===== src/design/msf_pkg.sv =====
// Shared types and codes for the mission supervisor.
// Mode, event and reason codes plus the decode result struct.
// No dependencies.
package msf_pkg;

  // Mission modes
  localparam logic [3:0] MODE_IDLE       = 4'd0;
  localparam logic [3:0] MODE_READY      = 4'd1;
  localparam logic [3:0] MODE_RUNNING    = 4'd2;
  localparam logic [3:0] MODE_PAUSING    = 4'd3;
  localparam logic [3:0] MODE_PAUSED     = 4'd4;
  localparam logic [3:0] MODE_RECOVERING = 4'd5;
  localparam logic [3:0] MODE_RETURNING  = 4'd6;
  localparam logic [3:0] MODE_COMPLETED  = 4'd7;
  localparam logic [3:0] MODE_FAILED     = 4'd8;

  // Event codes
  localparam logic [3:0] EV_CONFIGURED = 4'd0;
  localparam logic [3:0] EV_START      = 4'd1;
  localparam logic [3:0] EV_PAUSE      = 4'd2;
  localparam logic [3:0] EV_TAKEOVER   = 4'd3;
  localparam logic [3:0] EV_LINK       = 4'd4;
  localparam logic [3:0] EV_SAFETY     = 4'd5;
  localparam logic [3:0] EV_AUTHORITY  = 4'd6;
  localparam logic [3:0] EV_STOP       = 4'd7;
  localparam logic [3:0] EV_FATAL      = 4'd8;
  localparam logic [3:0] EV_QUIESCED   = 4'd9;
  localparam logic [3:0] EV_RESUME     = 4'd10;
  localparam logic [3:0] EV_RECOVERY   = 4'd11;
  localparam logic [3:0] EV_INSPECTION = 4'd12;
  localparam logic [3:0] EV_RETURN     = 4'd13;
  localparam logic [3:0] EV_RESET      = 4'd14;

  // Reason codes
  localparam logic [4:0] RSN_CONFIGURED        = 5'd0;
  localparam logic [4:0] RSN_ALREADY_STOPPED   = 5'd1;
  localparam logic [4:0] RSN_INVALID_IDLE      = 5'd2;
  localparam logic [4:0] RSN_STARTED           = 5'd3;
  localparam logic [4:0] RSN_READY_CLEARED     = 5'd4;
  localparam logic [4:0] RSN_INVALID_READY     = 5'd5;
  localparam logic [4:0] RSN_HALT_PAUSE        = 5'd6;
  localparam logic [4:0] RSN_HALT_CLEAR        = 5'd7;
  localparam logic [4:0] RSN_HALT_FAIL         = 5'd8;
  localparam logic [4:0] RSN_DOCK_STARTED      = 5'd9;
  localparam logic [4:0] RSN_INSPECTION_DONE   = 5'd10;
  localparam logic [4:0] RSN_DOCK_DONE         = 5'd11;
  localparam logic [4:0] RSN_INVALID_ACTIVE    = 5'd12;
  localparam logic [4:0] RSN_QUIESCENT         = 5'd13;
  localparam logic [4:0] RSN_STOP_RECORDED     = 5'd14;
  localparam logic [4:0] RSN_FAIL_RECORDED     = 5'd15;
  localparam logic [4:0] RSN_PAUSE_IN_PROGRESS = 5'd16;
  localparam logic [4:0] RSN_INVALID_PAUSING   = 5'd17;
  localparam logic [4:0] RSN_RECOVERY_STARTED  = 5'd18;
  localparam logic [4:0] RSN_PAUSED_CLEARED    = 5'd19;
  localparam logic [4:0] RSN_ALREADY_PAUSED    = 5'd20;
  localparam logic [4:0] RSN_INVALID_PAUSED    = 5'd21;
  localparam logic [4:0] RSN_PHASE_RESTARTED   = 5'd22;
  localparam logic [4:0] RSN_RECOVERY_CANCEL   = 5'd23;
  localparam logic [4:0] RSN_RECOVER_CLEARED   = 5'd24;
  localparam logic [4:0] RSN_INVALID_RECOVER   = 5'd25;
  localparam logic [4:0] RSN_TERMINAL_CLEARED  = 5'd26;
  localparam logic [4:0] RSN_TERMINAL_RESET    = 5'd27;
  localparam logic [4:0] RSN_UNKNOWN_MODE      = 5'd28;

  // Output payload width, padded to whole bytes
  localparam int OUT_BITS = 24;

  // Supervisor state seen by the decoder
  typedef struct packed {
    logic [3:0] mode;
    logic [3:0] halt_mode;
    logic [3:0] resume_mode;
  } sup_state_t;

  // Outcome of one event
  typedef struct packed {
    logic [3:0] to_mode;
    logic       accepted;
    logic [4:0] reason_code;
    logic [3:0] halt_mode;
    logic [3:0] resume_mode;
  } step_result_t;

endpackage


===== src/design/msf_decode.sv =====
// Next-state decode of the mission supervisor for one event.
// Purely combinational; depends on msf_pkg.
module msf_decode (
  input  msf_pkg::sup_state_t   cur,
  input  logic [3:0]            event_code,
  input  logic                  dock_after_inspect,
  output msf_pkg::step_result_t res
);

  logic pause_like;

  assign pause_like = event_code inside {msf_pkg::EV_PAUSE, msf_pkg::EV_TAKEOVER,
                                         msf_pkg::EV_LINK, msf_pkg::EV_SAFETY,
                                         msf_pkg::EV_AUTHORITY};

  // Decode the transition from mode and event
  always_comb begin
    res.to_mode     = cur.mode;
    res.accepted    = 1'b1;
    res.reason_code = msf_pkg::RSN_UNKNOWN_MODE;
    res.halt_mode   = cur.halt_mode;
    res.resume_mode = cur.resume_mode;
    case (cur.mode)
      msf_pkg::MODE_IDLE: begin
        if (event_code == msf_pkg::EV_CONFIGURED) begin
          res.to_mode     = msf_pkg::MODE_READY;
          res.reason_code = msf_pkg::RSN_CONFIGURED;
        end else if (event_code == msf_pkg::EV_STOP) begin
          res.to_mode     = msf_pkg::MODE_IDLE;
          res.reason_code = msf_pkg::RSN_ALREADY_STOPPED;
        end else begin
          res.accepted    = 1'b0;
          res.reason_code = msf_pkg::RSN_INVALID_IDLE;
        end
      end
      msf_pkg::MODE_READY: begin
        if (event_code == msf_pkg::EV_START) begin
          res.to_mode     = msf_pkg::MODE_RUNNING;
          res.reason_code = msf_pkg::RSN_STARTED;
        end else if (event_code == msf_pkg::EV_STOP) begin
          res.to_mode     = msf_pkg::MODE_IDLE;
          res.reason_code = msf_pkg::RSN_READY_CLEARED;
        end else begin
          res.accepted    = 1'b0;
          res.reason_code = msf_pkg::RSN_INVALID_READY;
        end
      end
      msf_pkg::MODE_RUNNING, msf_pkg::MODE_RETURNING: begin
        // Halting events go through pausing and remember the active mode
        if (pause_like || event_code == msf_pkg::EV_STOP ||
            event_code == msf_pkg::EV_FATAL) begin
          res.to_mode     = msf_pkg::MODE_PAUSING;
          res.resume_mode = cur.mode;
          if (pause_like) begin
            res.halt_mode   = msf_pkg::MODE_PAUSED;
            res.reason_code = msf_pkg::RSN_HALT_PAUSE;
          end else if (event_code == msf_pkg::EV_STOP) begin
            res.halt_mode   = msf_pkg::MODE_IDLE;
            res.reason_code = msf_pkg::RSN_HALT_CLEAR;
          end else begin
            res.halt_mode   = msf_pkg::MODE_FAILED;
            res.reason_code = msf_pkg::RSN_HALT_FAIL;
          end
        end else if (cur.mode == msf_pkg::MODE_RUNNING &&
                     event_code == msf_pkg::EV_INSPECTION) begin
          if (dock_after_inspect) begin
            res.to_mode     = msf_pkg::MODE_RETURNING;
            res.reason_code = msf_pkg::RSN_DOCK_STARTED;
          end else begin
            res.to_mode     = msf_pkg::MODE_COMPLETED;
            res.reason_code = msf_pkg::RSN_INSPECTION_DONE;
          end
        end else if (cur.mode == msf_pkg::MODE_RETURNING &&
                     event_code == msf_pkg::EV_RETURN) begin
          res.to_mode     = msf_pkg::MODE_COMPLETED;
          res.reason_code = msf_pkg::RSN_DOCK_DONE;
        end else begin
          res.accepted    = 1'b0;
          res.reason_code = msf_pkg::RSN_INVALID_ACTIVE;
        end
      end
      msf_pkg::MODE_PAUSING: begin
        if (event_code == msf_pkg::EV_QUIESCED) begin
          res.to_mode     = cur.halt_mode;
          res.reason_code = msf_pkg::RSN_QUIESCENT;
        end else if (event_code == msf_pkg::EV_STOP) begin
          res.halt_mode   = msf_pkg::MODE_IDLE;
          res.reason_code = msf_pkg::RSN_STOP_RECORDED;
        end else if (event_code == msf_pkg::EV_FATAL) begin
          // A recorded stop outranks a later failure
          if (cur.halt_mode != msf_pkg::MODE_IDLE) begin
            res.halt_mode = msf_pkg::MODE_FAILED;
          end
          res.reason_code = msf_pkg::RSN_FAIL_RECORDED;
        end else if (pause_like) begin
          res.reason_code = msf_pkg::RSN_PAUSE_IN_PROGRESS;
        end else begin
          res.accepted    = 1'b0;
          res.reason_code = msf_pkg::RSN_INVALID_PAUSING;
        end
      end
      msf_pkg::MODE_PAUSED: begin
        if (event_code == msf_pkg::EV_RESUME) begin
          res.to_mode     = msf_pkg::MODE_RECOVERING;
          res.reason_code = msf_pkg::RSN_RECOVERY_STARTED;
        end else if (event_code == msf_pkg::EV_STOP) begin
          res.to_mode     = msf_pkg::MODE_IDLE;
          res.reason_code = msf_pkg::RSN_PAUSED_CLEARED;
        end else if (pause_like) begin
          res.reason_code = msf_pkg::RSN_ALREADY_PAUSED;
        end else begin
          res.accepted    = 1'b0;
          res.reason_code = msf_pkg::RSN_INVALID_PAUSED;
        end
      end
      msf_pkg::MODE_RECOVERING: begin
        if (event_code == msf_pkg::EV_RECOVERY) begin
          res.to_mode     = cur.resume_mode;
          res.reason_code = msf_pkg::RSN_PHASE_RESTARTED;
        end else if (event_code == msf_pkg::EV_SAFETY ||
                     event_code == msf_pkg::EV_LINK) begin
          res.to_mode     = msf_pkg::MODE_PAUSED;
          res.reason_code = msf_pkg::RSN_RECOVERY_CANCEL;
        end else if (event_code == msf_pkg::EV_STOP) begin
          res.to_mode     = msf_pkg::MODE_IDLE;
          res.reason_code = msf_pkg::RSN_RECOVER_CLEARED;
        end else begin
          res.accepted    = 1'b0;
          res.reason_code = msf_pkg::RSN_INVALID_RECOVER;
        end
      end
      msf_pkg::MODE_COMPLETED, msf_pkg::MODE_FAILED: begin
        if (event_code == msf_pkg::EV_RESET || event_code == msf_pkg::EV_STOP) begin
          res.to_mode     = msf_pkg::MODE_IDLE;
          res.reason_code = msf_pkg::RSN_TERMINAL_CLEARED;
        end else begin
          res.accepted    = 1'b0;
          res.reason_code = msf_pkg::RSN_TERMINAL_RESET;
        end
      end
      default: begin
        res.accepted    = 1'b0;
        res.reason_code = msf_pkg::RSN_UNKNOWN_MODE;
      end
    endcase
  end

endmodule


===== src/design/mission_supervisor_fsm.sv =====
// Mission supervisor top level: an accepted event goes through the input
// register, then the result register, to its result on the master side.
// Throughput is one event per cycle while m_tready is high; the result
// register holds under backpressure; the input register can take one more.
// Synchronous active-high reset returns the mode and both targets to idle,
// clears the dock option and empties both registers.
module mission_supervisor_fsm (
  input  logic       clk,
  input  logic       rst,
  // Configuration: dock after inspection
  input  logic       cfg_wr_en,
  input  logic       cfg_wr_data,
  // Event input; s_tdata: [3:0] event_code, [7:4] zero
  input  logic       s_tvalid,
  output logic       s_tready,
  input  logic [7:0] s_tdata,
  // Result; m_tdata: [3:0] from_mode, [7:4] to_mode, [8] accepted,
  // [13:9] reason_code, [14] motion_allowed, [18:15] halt_goal,
  // [22:19] resume_goal, [23] zero
  output logic       m_tvalid,
  input  logic       m_tready,
  output logic [msf_pkg::OUT_BITS-1:0] m_tdata
);

  msf_pkg::sup_state_t   state;
  msf_pkg::step_result_t res;
  logic                  dock_after_inspect;
  logic                  in_valid;
  logic [3:0]            in_event;
  logic                  out_valid;
  logic [msf_pkg::OUT_BITS-1:0] out_data;
  logic                  advance;
  logic                  motion;

  // Move the input register forward when the result register is free
  assign advance  = !out_valid || m_tready;
  assign s_tready = !in_valid || advance;

  msf_decode u_decode (
    .cur                (state),
    .event_code         (in_event),
    .dock_after_inspect (dock_after_inspect),
    .res                (res)
  );

  assign motion = (res.to_mode == msf_pkg::MODE_RUNNING) ||
                  (res.to_mode == msf_pkg::MODE_RETURNING);

  // Control state, supervisor state and configuration
  always_ff @(posedge clk) begin
    if (rst) begin
      in_valid           <= 1'b0;
      out_valid          <= 1'b0;
      state.mode         <= msf_pkg::MODE_IDLE;
      state.halt_mode    <= msf_pkg::MODE_IDLE;
      state.resume_mode  <= msf_pkg::MODE_IDLE;
      dock_after_inspect <= 1'b0;
    end else begin
      if (s_tready) begin
        in_valid <= s_tvalid;
      end
      if (advance) begin
        out_valid <= in_valid;
      end
      if (advance && in_valid) begin
        state.mode        <= res.to_mode;
        state.halt_mode   <= res.halt_mode;
        state.resume_mode <= res.resume_mode;
      end
      if (cfg_wr_en && state.mode == msf_pkg::MODE_IDLE) begin
        dock_after_inspect <= cfg_wr_data;
      end
    end
  end

  // Payload registers
  always_ff @(posedge clk) begin
    if (s_tready && s_tvalid) begin
      in_event <= s_tdata[3:0];
    end
    if (advance && in_valid) begin
      out_data <= {1'b0, res.resume_mode, res.halt_mode, motion,
                   res.reason_code, res.accepted, res.to_mode, state.mode};
    end
  end

  assign m_tvalid = out_valid;
  assign m_tdata  = out_data;

endmodule


===== config.mk =====
export PLATFORM = sky130hd
export DESIGN_NAME = mission_supervisor_fsm
export DESIGN_NICKNAME = d
export VERILOG_FILES = /design/src/design/msf_pkg.sv /design/src/design/msf_decode.sv /design/src/design/mission_supervisor_fsm.sv
export SDC_FILE = /design/constraint.sdc
export NUM_CORES = 1
export LEC_CHECK = 0
export BUFFER_PORTS_ARGS = -buffer_cell sky130_fd_sc_hd__buf_2
export CAP_MARGIN = 30
export CORE_MARGIN = 3
export CORE_UTILIZATION = 25
export CTS_CLUSTER_DIAMETER = 120
export DETAILED_ROUTE_END_ITERATION = 10
export SLEW_MARGIN = 15
export SYNTH_ARGS = -nofsm -noshare
export SYNTH_HDL_FRONTEND = slang
export SYNTH_SLANG_ARGS = --single-unit

===== constraint.sdc =====
create_clock -name clk -period 2.6 [get_ports clk]
set_clock_uncertainty 0.05 [all_clocks]
set_input_delay 0.52 -clock clk [delete_from_list [all_inputs] [get_ports clk]]
set_output_delay 0.52 -clock clk [all_outputs]
set_load 0.03 [all_outputs]

==> run summary, run 1 <==
Vias per cell - 5.14
DRC Markers - 0
Wire per inst - 15.0 µm
Drt first pass iters - 5
Total negative slack - 0 ns
Leak Pwr - 1.07 nW
Worst r2r path cells - 5
Hold Path Stages - 1
Rows - 35
Tightest Pin Transition - 0.643 ns
Worst Hold Launch - s_tdata[2]
Crit. End Element - flip-flop
Minimum clock period - 2.35 ns
Final Hold Vio Count - 0
Final Max Tran Viols - 0
Post-CTS Hold Buffers - 0
Achievable frequency - 0.425 GHz
Slew headroom - 56.1%
Largest area contributor in the netlist - edfxtp_1
Worst-path clk slew - 0.08 ns
Max Cap Viol - 0
Gate Count Post-Synth - 257
Critical Path RT - 2.60 ns
Most common cell in the netlist - edfxtp_1
Final wirelength - 6.39 mm
Final nets - 310
Global route overflow - 0
Final setup fails - 0
Async S/R FF share, synth - 0%
Synth top area cells - edfxtp_1, dfxtp_1, a21oi_1
Setup CP Type - flip-flop to flip-flop
First-pass GRT wire length - 10.8 mm
CP Launch Point - state[11]
Critical-path cell list - nor4_1 > a2111oi_0 > o21ai_0 > o2111a_1 > and4b_1
Starting Density - 26.1%
Vias - 2190
Post-Layout Inst Area - 0.00294 mm²
Die Ht - 105 µm
WP depth - 5
Final setup margin - 0.248 ns
Vias in the first global route - 2070
Number of synthesized flops with an enable pin - 27
Top-area cell type share of the netlist area - 33.0%
Post-synth top flop - edfxtp_1
Post-synth top cells - edfxtp_1, nand2_1, nor2_1, a21oi_1, o21ai_0
Post-CTS sizing - 0
Final ANT Viol Nets - 0
Ys Warns - 0
Final period util - 90.4%
Placed Instance Area - 0.00284 mm²
Die width - 105 µm
RD Place Congestion - 0.956
Crit-path max cell delay - 0.65 ns
Worst r2r src - state[11]
Slowest CP cell - a2111oi_0
Fin util - 31.2%
Worst-Skew Late Latency - 0.29 ns
Detail Placement HPWL - 4.70 mm
Post-synth net total - 271
H-Tree Depth - 2
Core area - 0.00942 mm²
Setup slack after placement - 0.336 ns
Total power per unit cell area - 531 mW/mm²
Clock Sinks - 42
Max Root-Sink Buffers - 2
Cts bufs inserted - 5
Worst Path Buf+Inv - 0
IO buf count - 34
Post-CTS Repair Setup Buffers - 0
Initial antenna violation count - 0
1st-iter DRT viols - 295
Setup crit start kind - flip-flop
Synth cell types - 66
Syn_area_per_cell - 9.56 µm²
CP arrival - 2.36 ns
GRT Util Overall - 11.8%
Unrepaired setup endpoints after global routing - no
Post-synthesis sequential area ratio - 45.2%
#FFs+latches synth - 42
CTS tree - built
Status - completed
Crit Path Max Fanout - 12
Largest net degree at the start of global routing - 23
Synth Cell Area - 0.00246 mm²
# IOs - 40
Hold WC Path Type - input port to flip-flop
Layout area overhead - 19.7%
CP top delay family - compound AO/OA/AOI/OAI gates
Layout cells sized above 1 - 26.3%
Overall Power - 0.00156 W
Number of diodes - 0
Max IR drop VDD - 183 µV
Root Driver - clkbuf_8
Die Footprint - 0.0111 mm²
power breakdown:
group	internal (W)	total, W	switching (W)
registers	0.000750	0.000779	0.0000288
clock network	0.000244	0.000472	0.000228
logic	0.000112	0.000310	0.000198
cells in the final DEF (no fill, tap or decap), types with 3 or more instances in the layout:
master | netlist | final
o211ai_1 | 4 | 4
a31oi_1 | 3 | 3
and2_1 | 6 | 6
nand3_1 | 6 | 6
inv_1 | 6 | 6
nor4b_1 | 3 | 3
a21oi_1 | 17 | 17
a211oi_1 | 5 | 5
buf_2 | 15 | 34
nand2b_1 | 4 | 4
o21ai_0 | 17 | 17
a22oi_1 | 5 | 5
nor2b_1 | 8 | 7
nor2_1 | 20 | 20
o21bai_1 | 3 | 3
nor3_1 | 4 | 4
clkbuf_8 | 0 | 5
nand2_1 | 20 | 20
nand4bb_1 | 3 | 3
buf_4 | 2 | 22
dfxtp_1 | 15 | 15
or4b_1 | 3 | 3
edfxtp_1 | 27 | 27
area by class of cell:
type                    instances  area, µm²
repair buffers                 56        335
well taps                     129        161
inverters                       6       22.5
multi-input cells             185       1210
fillers                       978       6470
clock inverters                 2       10.0
flip-flops and latches         42       1110
clock buffers                   6       93.8
state kept, by name, summed over array words and instances (netlist names):
signal / count
dock_after_inspect: 1
in_event: 4
in_valid: 1
m_tdata: 23
m_tvalid: 1
state: 12
final timing paths:
kind | end | slack [ns]
worst max-delay path | m_tdata[14] | 0.25
worst min-delay path | in_event[2] | 0.35
worst max register to register | m_tdata[14] | 0.25
worst min register to register | state[2] | 0.42
logic make-up (layout without fill, tap and decap cells):
family	after synthesis	after routing	synth area share, %
AO/OA/AOI/OAI	78	78	22.2
AND/OR/NAND/NOR	101	101	24.6
flip-flops	42	42	45.2
XOR/XNOR	3	3	1.07
buffers and inverters	30	70	5.96
multiplexers	2	2	0.866
other	1	1	0.153
through the flow:
| step | hold slack (ns) | instances |
|---|---|---|
| after floorplan | 0.359 | 257 |
| after global routing | 0.343 | 426 |
| final | 0.349 | 426 |
| after CTS | 0.347 | 426 |
| after global placement | 0.413 | 418 |
| after detailed placement | 0.414 | 418 |
routing by layer:
| metal | track usage (%) | part of all wire (%) | vias to the layer above |
|---|---|---|---|
| met5 | 0 | 0 | - |
| met4 | 2.53 | 1.9 | 0 |
| met3 | 2.84 | 6.8 | 15 |
| met2 | 17.2 | 43 | 92 |
| met1 | 17.4 | 48 | 1034 |
| li1 | - | - | 1049 |
Power figures use the tool's default switching activity.
==> run 2: changes to the inputs <==
--- a/config.mk
+++ b/config.mk
@@ -11,6 +11,7 @@
 export CORE_UTILIZATION = 25
 export CTS_CLUSTER_DIAMETER = 120
 export DETAILED_ROUTE_END_ITERATION = 10
+export GPL_TIMING_DRIVEN = 0
 export SLEW_MARGIN = 15
 export SYNTH_ARGS = -nofsm -noshare
 export SYNTH_HDL_FRONTEND = slang
==> run 2 against run 1 <==
Compared with the run above: power fell by 4.7%; via count rose by 0.87%; worst hold slack improved by 0.012 ns; global-route usage rose by 0.81 points; register-to-register slack got worse by 0.06 ns; clock power fell by 15%; sequential power fell by 2%; combinational power rose by 3%; setup slack got worse by 0.064 ns; fmax fell by 2.7%; critical path depth rose by 1; wire length rose by 8.6%.
==> run summary, run 2 (same netlist as run 1, synthesis figures left out) <==
Layout cells sized above 1 - 24.4% (-1.8 points)
Internal - 0.00104 W (-6.3%)
GRT Util Overall - 12.6% (+0.81 points)
Final setup fails - 0 (unchanged)
Total power per unit cell area - 518 mW/mm² (-2.5%)
# IOs - 40 (unchanged)
Critical-path cell list - buf_2 > buf_2 > a2111oi_0 > o21ai_0 > o2111a_1 > and4b_1
Wire per inst - 16.2 µm (+8.1%)
CP top delay family - compound AO/OA/AOI/OAI gates
Max Cap Viol - 0 (unchanged)
Starting Density - 26.1% (unchanged)
Rows - 35 (unchanged)
Detail Placement HPWL - 5.25 mm (+12%)
Worst r2r path cells - 6 (+1)
Worst r2r src - in_event[1]
Initial antenna violation count - 0 (unchanged)
Leak Pwr - 1.03 nW (-3.1%)
Worst Hold Slack - 0.361 ns (+0.0121 ns)
DRC Markers - 0 (unchanged)
Final Hold Vio Count - 0 (unchanged)
Vias per cell - 5.16 (+0.40%)
Clock share of power - 27.1% (-3.2 points)
Hold Path Stages - 1 (unchanged)
Tightest Pin Transition - 0.783 ns (+0.140 ns)
Post-CTS sizing - 0 (unchanged)
Final period util - 92.9% (+2.5 points)
Switching part of the total - 30.3% (+1.2 points)
Layout area overhead - 17.0%
H-Tree Depth - 2 (unchanged)
Overall Power - 0.00149 W (-4.7%)
Final ANT Viol Nets - 0 (unchanged)
IO buf count - 34 (unchanged)
Gate power share - 21.4% (+1.6 points)
RD Place Congestion - 0.931 (-2.6%)
Unrepaired setup endpoints after global routing - no
Global route overflow - 0 (unchanged)
Max reg flops - 23 (unchanged)
Psw - 0.000451 W (-0.78%)
Critical Path RT - 2.60 ns (about the same)
Root Driver - clkbuf_8
Status - completed
Vias in the first global route - 2134 (+3.1%)
Fillers - 995 (+1.7%)
Hold WC Path Type - input port to flip-flop
CP arrival - 2.41 ns (+0.05 ns)
Worst Hold Launch - s_tdata[1]
Worst Path Buf+Inv - 2 (+2)
Post-CTS Hold Buffers - 0 (unchanged)
Slowest CP cell - a2111oi_0
Final wirelength - 6.93 mm (+8.6%)
Minimum clock period - 2.42 ns (+0.0641 ns)
First-pass GRT wire length - 11.3 mm (+3.9%)
Die width - 105 µm (unchanged)
Fin cells - 428 (+0.47%)
Crit-path max cell delay - 0.59 ns (-0.06 ns)
Crit. End Element - flip-flop
Worst-path clk slew - 0.08 ns (about the same)
Number of diodes - 0 (unchanged)
Setup CP Type - flip-flop to flip-flop
CTS tree - built
Commonest non-fill, non-tap cells in the layout - buf_2, edfxtp_1, nor2_1, nand2_1
Die Footprint - 0.0111 mm² (unchanged)
Core area - 0.00942 mm² (unchanged)
Area of the multi-input gates - 0.00120 mm² (-0.62%)
Crit Path Max Fanout - 10 (-2)
Vias - 2209 (+0.87%)
Post-CTS Repair Setup Buffers - 0 (unchanged)
Worst path most repeated cell - buf_2
Clock Sinks - 42 (unchanged)
CP Launch Point - in_event[1]
Worst-Skew Late Latency - 0.28 ns (about the same)
Cts bufs inserted - 5 (unchanged)
Die Ht - 105 µm (unchanged)
Max IR drop VDD - 234 µV (+28%)
Achievable frequency - 0.414 GHz (-2.7%)
WP depth - 6 (+1)
Drt first pass iters - 4 (-1)
Final Max Tran Viols - 0 (unchanged)
Final nets - 312 (+0.65%)
Most common cell after layout, fill and taps aside - buf_2
1st-iter DRT viols - 211 (-28%)
Slew headroom - 47.1% (-9.0 points)
Setup crit start kind - flip-flop
Flop pwr share - 51.5% (+1.6 points)
Setup slack after placement - 0.244 ns (-0.0916 ns)
Largest net degree at the start of global routing - 33 (+43%)
Post-Place Cells - 420 (+0.48%)
Register cell area after layout - 0.00111 mm² (unchanged)
Final setup margin - 0.184 ns (-0.0641 ns)
Max Root-Sink Buffers - 2 (unchanged)
## run 2: cell count changes in the layout (fill, tap and decap cells not counted), sizes merged
| cell | previous run | this run |
|---|---|---|
| clkinvlp | 0 | 1 |
| clkbuf | 6 | 10 |
| buf | 56 | 53 |
## run 2: final timing paths
kind                 end  slack [ns]
max          m_tdata[14]        0.18
min          in_event[1]        0.36
max reg2reg  m_tdata[14]        0.18
min reg2reg   m_tdata[2]        0.39
## run 2: metrics by stage
stage | utilization [%] | TNS, ns | cell area (µm²)
after floorplan | - | 0 | 2460
after global placement | 29.6 | -7.76 | 2790
after detailed placement | 29.6 | 0 | 2790
after CTS | 30.5 | 0 | 2870
after global routing | 30.5 | 0 | 2870
final | 30.5 | 0 | 2870
## run 2: area by class of cell
cell class,instances,area share (%)
well taps,129,5.62
plain buffers,24,4.35
repair buffers,34,5.92
multi-input cells,185,41.7
flip-flops and latches,42,38.7
inverters,6,0.784
clock inverters,3,0.566
clock buffers,5,2.39
## run 2: per-layer routing
layer  vias to the layer above  global-route usage, %  routed length, µm
met5                         -                      0                  0
met3                        14                   3.52                470
li1                       1053                      -                  -
met4                         0                   3.75                190
met2                        90                   18.7               3010
met1                      1052                   17.7               3270
## run 2: power groups by stage
stage | Sequential (W) | Combinational (W) | Clock (W)
after floorplan | 0.000825 | 0.000181 | 0
after global placement | 0.000782 | 0.000321 | 0
after detailed placement | 0.000783 | 0.000315 | 0
after CTS | 0.000768 | 0.000316 | 0.000422
after global routing | 0.000772 | 0.000347 | 0.000455
final | 0.000767 | 0.000318 | 0.000403
